File: src/rtl/osort_pkg.sv
// ----------------------------------------------------------------------------
// osort_pkg: shared types for the odd-even transposition sorter
// Item structs for both channels and the control word sent to every cell.
// ----------------------------------------------------------------------------
`default_nettype none

package osort_pkg;

  localparam int unsigned DataW = 32;

  // input item: one element of the set
  typedef struct packed {
    logic signed [DataW-1:0] value;
    logic                    last;
  } in_item_t;

  // result item: one sorted element
  typedef struct packed {
    logic signed [DataW-1:0] sorted_value;
    logic                    end_of_set;
    logic                    overflow;
  } out_item_t;

  // control broadcast along the cell chain
  typedef struct packed {
    logic shift;      // move every value one cell toward cell 0
    logic sort;       // run one compare-exchange phase
    logic odd_phase;  // 0: pairs (0,1),(2,3)..  1: pairs (1,2),(3,4)..
  } cell_ctrl_t;

endpackage

`default_nettype wire

File: src/rtl/osort_cell.sv
// ----------------------------------------------------------------------------
// osort_cell: one element slot of the sorting chain
// Holds one value and its valid flag; loads, shifts toward the head, or does
// its half of a compare-exchange with the neighbor chosen by the phase.
// ----------------------------------------------------------------------------
`default_nettype none

module osort_cell #(
  parameter bit ODD_POS = 1'b0
) (
  input  wire                           clk_i,
  input  wire                           rst_ni,
  input  osort_pkg::cell_ctrl_t         ctrl_i,
  input  wire                           load_i,
  input  wire signed [osort_pkg::DataW-1:0] load_value_i,
  input  wire signed [osort_pkg::DataW-1:0] left_value_i,
  input  wire                           left_valid_i,
  input  wire signed [osort_pkg::DataW-1:0] right_value_i,
  input  wire                           right_valid_i,
  output logic signed [osort_pkg::DataW-1:0] value_o,
  output logic                          valid_o
);

  logic signed [osort_pkg::DataW-1:0] value_q, value_d;
  logic                               valid_q, valid_d;
  logic                               left_role;

  // this cell is the lower slot of its pair when parities match
  assign left_role = (ODD_POS == ctrl_i.odd_phase);

  always_comb begin
    value_d = value_q;
    valid_d = valid_q;
    if (load_i) begin
      value_d = load_value_i;
      valid_d = 1'b1;
    end else if (ctrl_i.shift) begin
      value_d = right_value_i;
      valid_d = right_valid_i;
    end else if (ctrl_i.sort && valid_q) begin
      if (left_role) begin
        // keep the smaller of the pair
        if (right_valid_i && (value_q > right_value_i)) value_d = right_value_i;
      end else begin
        // keep the larger of the pair
        if (left_valid_i && (left_value_i > value_q)) value_d = left_value_i;
      end
    end
  end

  always_ff @(posedge clk_i or negedge rst_ni) begin
    if (!rst_ni) begin
      valid_q <= 1'b0;
    end else begin
      valid_q <= valid_d;
    end
  end

  // payload needs no reset
  always_ff @(posedge clk_i) begin
    value_q <= value_d;
  end

  assign value_o = value_q;
  assign valid_o = valid_q;

endmodule

`default_nettype wire

File: config.mk
export PLATFORM = sky130hd
export DESIGN_NAME = osort_cell
export DESIGN_NICKNAME = d
export VERILOG_FILES = /design/src/rtl/osort_pkg.sv /design/src/rtl/osort_cell.sv
export SDC_FILE = /design/constraint.sdc
export NUM_CORES = 1
export LEC_CHECK = 0
export ABC_CLOCK_PERIOD_IN_PS = 4790
export BUFFER_PORTS_ARGS = -buffer_cell sky130_fd_sc_hd__buf_4
export CAP_MARGIN = 25
export CORE_MARGIN = 5
export CORE_UTILIZATION = 49
export CTS_BUF_LIST = sky130_fd_sc_hd__clkbuf_16
export CTS_CLUSTER_SIZE = 20
export DETAILED_ROUTE_END_ITERATION = 10
export PLACE_DENSITY = 0.81
export RECOVER_POWER = 100
export SLEW_MARGIN = 20
export SYNTH_ARGS = -nofsm -noshare
export SYNTH_HDL_FRONTEND = slang
export SYNTH_SLANG_ARGS = --single-unit
File: constraint.sdc
create_clock -name clk_i -period 4.79 [get_ports clk_i]
set_input_delay 0.7185 -clock clk_i [delete_from_list [all_inputs] [get_ports clk_i]]
set_output_delay 0.7185 -clock clk_i [all_outputs]
set_load 0.05 [all_outputs]
==> results.py <==
metrics = {
    "floorplanning": {
        "core_sq_mm": 0.00646,
        "ioPinCount": 137,
        "die_h_um": 92.0,
        "start_util": 0.510,
        "fp-row-count": 29,
        "chipWidth_um": 92.0,
        "die_area_sq_mm": 0.00846,
    },
    "power": {
        "internal_power_uw": 773,
        "sw_frac_of_total": 0.363,
        "combPwrFrac": 0.389,
        "leakage_uw": 0.00221,
        "seqPwrFrac": 0.317,
        "max-vdd-ir-drop_v": 0.000152,
        "switchingPower_uw": 441,
        "clock_power_share": 0.294,
        "power_density_mw_per_mm2": 275,
    },
    "cts": {
        "cts_setup_buffers": 0,
        "clockBufferDepth": 2,
        "path_clk_slew_ns": 0.05,
        "holdBufCountCts": 0,
        "cts_resized": 0,
        "cts_tree": "built",
        "cts-htree-levels": 2,
        "worstSkewPairLatency_ns": 0.28,
        "cts_buffers": 5,
        "cts_root_buffer": "clkbuf_16",
        "clock-sinks": 33,
    },
    "critical_path": {
        "crit_type": "input port to flop",
        "crit_top_cell": "clkbuf_1",
        "worstSetupEndpoint": "value_o[16]",
        "rr_worst_depth": 10,
        "slowest_delay_ns": 1.67,
        "critPathArrivalTime_ns": 3.54,
        "path_buf_inv": 2,
        "worstSetupStartpointType": "input port",
        "cpMaxStageDelayCell": "clkbuf_1",
        "critPathTopFamily": "buffers and inverters",
        "path_max_fanout": 66,
        "setup.worst_path.end_class": "flop",
        "worst-endpoint-required_ns": 4.69,
        "rr_endpoint": "value_o[16]",
        "cp_cell_sequence": "clkbuf_1 > nor2_1 > o211ai_1 > clkbuf_1",
        "crit_start": "load_i",
        "r2r_start": "value_o[14]",
        "reg2reg_slack_ns": 1.48,
        "cp.depth": 4,
    },
    "global_route": {
        "antenna_found_initial": 0,
        "grt-ovfl-total": 0,
        "gr-usage-all-layers": 0.230,
        "grt_max_degree": 67,
        "grt_pass1_vias": 3513,
        "grt_pass1_wl_um": 16100,
    },
    "cells_and_area": {
        "syn2layout_area_growth_pct": 34.1,
        "multiInputGateArea_sq_mm": 0.00202,
        "fillCellCount": 597,
        "drive_gt1_frac": 0.217,
        "seqCellArea_sq_um": 986,
        "antenna_cells": 0,
        "layout.nets": 710,
    },
    "routing": {
        "drc": 0,
        "first_pass_iters": 5,
        "antenna_left": 0,
        "via_per_inst": 5.58,
        "wirelength_um": 9810,
        "drtIter0Drc": 174,
        "vias": 3459,
        "drt-wirelength-per-cell_um": 15.8,
    },
    "sta": {
        "maxSlewHeadroom": -0.602,
        "maxSlewViolCount": 67,
        "worst_slack_ns": 1.14,
        "tightest_slew_ns": 2.40,
        "rsz0062_at_grt": "false",
        "fin_crit_ns": 3.65,
        "setup_viol": 0,
        "finalSetupTns_ns": 0,
        "period_share": 0.761,
        "max_freq_mhz": 274,
        "skew_ns": 0.00678,
        "hold_violations": 0,
    },
    "yosys": {
        "ys_ff_latch": 33,
        "synthFlopType": "edfxtp_1",
        "synth.net_count": 578,
        "ys.warnings.count": 0,
        "avgSynthCellArea_sq_um": 8.03,
        "postSynthCellCount": 410,
        "synth-async-reset-ratio": 0.0303,
        "synth.distinct_cells": 32,
        "netlist_area_sq_mm": 0.00329,
        "yosysSeqAreaShare": 0.299,
        "synth_edf_count": 32,
    },
    "placed_design": {
        "portBuffers": 136,
        "pre_cts_ws_ns": 1.68,
        "place.gp.congestion": 0.896,
        "dp_hpwl_um": 8060,
    },
    "status": {
        "violations": "capacitance limit, slew limit",
        "outcome": "finished with violations",
    },
    "worst_hold_path": {
        "hold_path_class": "input port to async pin",
    },
    "job": {
        "drv_cap": 1,
    },
}
-- final cells by class --
class / instances / area share
clock inverter: 3 / 0.00878
tap: 77 / 0.0218
inverter: 65 / 0.0552
timing repair buffer: 139 / 0.206
sequential: 33 / 0.223
multi-input combinational: 298 / 0.457
clock buffer: 5 / 0.0283
-- metal layers --
metal / vias to the layer above / track usage / part of all wire
li1: 1709 / - / -
met1: 1576 / 0.278 / 0.39
met2: 154 / 0.406 / 0.49
met3: 20 / 0.0622 / 0.099
met4: 0 / 0.0532 / 0.016
met5: - / 0 / 0
-- worst min-delay path by stage --
stage	slack (ns)	start	end
4_1_cts	0.21	rst_ni	valid_o
3_5_place_dp	0.50	rst_ni	valid_o
5_1_grt	0.22	rst_ni	valid_o
6_report	0.23	rst_ni	valid_o
2_1_floorplan	0.42	rst_ni	valid_o
3_3_place_gp	0.50	rst_ni	valid_o
-- sequential cells by signal, summed over array words and instances (netlist names) --
| signal | cells |
|---|---|
| valid_o | 1 |
| value_o | 32 |
-- through the flow --
| stage | utilization | instances | cell area, sq um | power [uW] | hold slack [ns] |
|---|---|---|---|---|---|
| 2_1_floorplan | - | 410 | 3290 | 696 | 0.423 |
| 3_3_place_gp | 0.679 | 612 | 4390 | 868 | 0.497 |
| 3_5_place_dp | 0.679 | 612 | 4390 | 886 | 0.496 |
| 4_1_cts | 0.705 | 620 | 4550 | 1240 | 0.205 |
| 5_1_grt | 0.684 | 620 | 4420 | 1280 | 0.223 |
| 6_report | 0.684 | 620 | 4420 | 1210 | 0.229 |
-- kinds of logic after synthesis --
family,share of synthesized area
AND/OR/NAND/NOR,0.156
XOR/XNOR,0.00266
buffers and inverters,0.0900
multiplexers,0.00304
flip-flops,0.299
AO/OA/AOI/OAI,0.206
adder cells (fa/ha/maj),0.243
-- power groups by stage --
stage | logic (uW) | registers (uW) | clock network, uW
after floorplan | 206 | 490 | 0
after global placement | 479 | 390 | 0
after detailed placement | 495 | 390 | 0
after CTS | 499 | 385 | 358
after global routing | 524 | 389 | 371
final | 472 | 385 | 357
-- cells in the final DEF, fill, tap and decap left out --
master / n
buf_4: 102
inv_1: 66
ha_1: 64
a21oi_1: 58
nand2_1: 46
o21ai_0: 38
clkbuf_1: 36
nor2_1: 34
edfxtp_1: 32
nand4_1: 15
nand3_1: 6
o211ai_1: 5
clkbuf_16: 5
nor4_1: 4
and4_1: 3
nor2b_1: 3
a21oi_2: 2
a21o_1: 2
a221oi_1: 2
a211o_1: 2
nor2b_4: 1
mux2i_1: 1
o21ai_1: 1
a221oi_2: 1
a21bo_2: 1
o211ai_2: 1
a211oi_1: 1
o41ai_1: 1
a211oi_2: 1
xnor2_1: 1
a31o_2: 1
a2111o_1: 1
nor3_1: 1
nand4b_1: 1
clkinv_2: 1
bufinv_16: 1
clkbuf_4: 1
dfrtp_1: 1
-- cell usage after synthesis, types with 2 or more instances --
cell type / count / area [sq um]
inv_1: 65 / 244
ha_1: 64 / 801
a21oi_1: 58 / 290
nand2_1: 46 / 173
o21ai_0: 38 / 190
nor2_1: 34 / 128
edfxtp_1: 32 / 961
nand4_1: 15 / 93.8
clkbuf_1: 14 / 52.6
nand3_1: 6 / 30.0
o211ai_1: 5 / 37.5
nor2b_1: 4 / 25.0
nor4_1: 4 / 25.0
and4_1: 3 / 26.3
a211o_1: 2 / 17.5
a21o_1: 2 / 15.0
a21oi_2: 2 / 17.5
a221oi_1: 2 / 17.5
(Power assumes the default switching activity.)
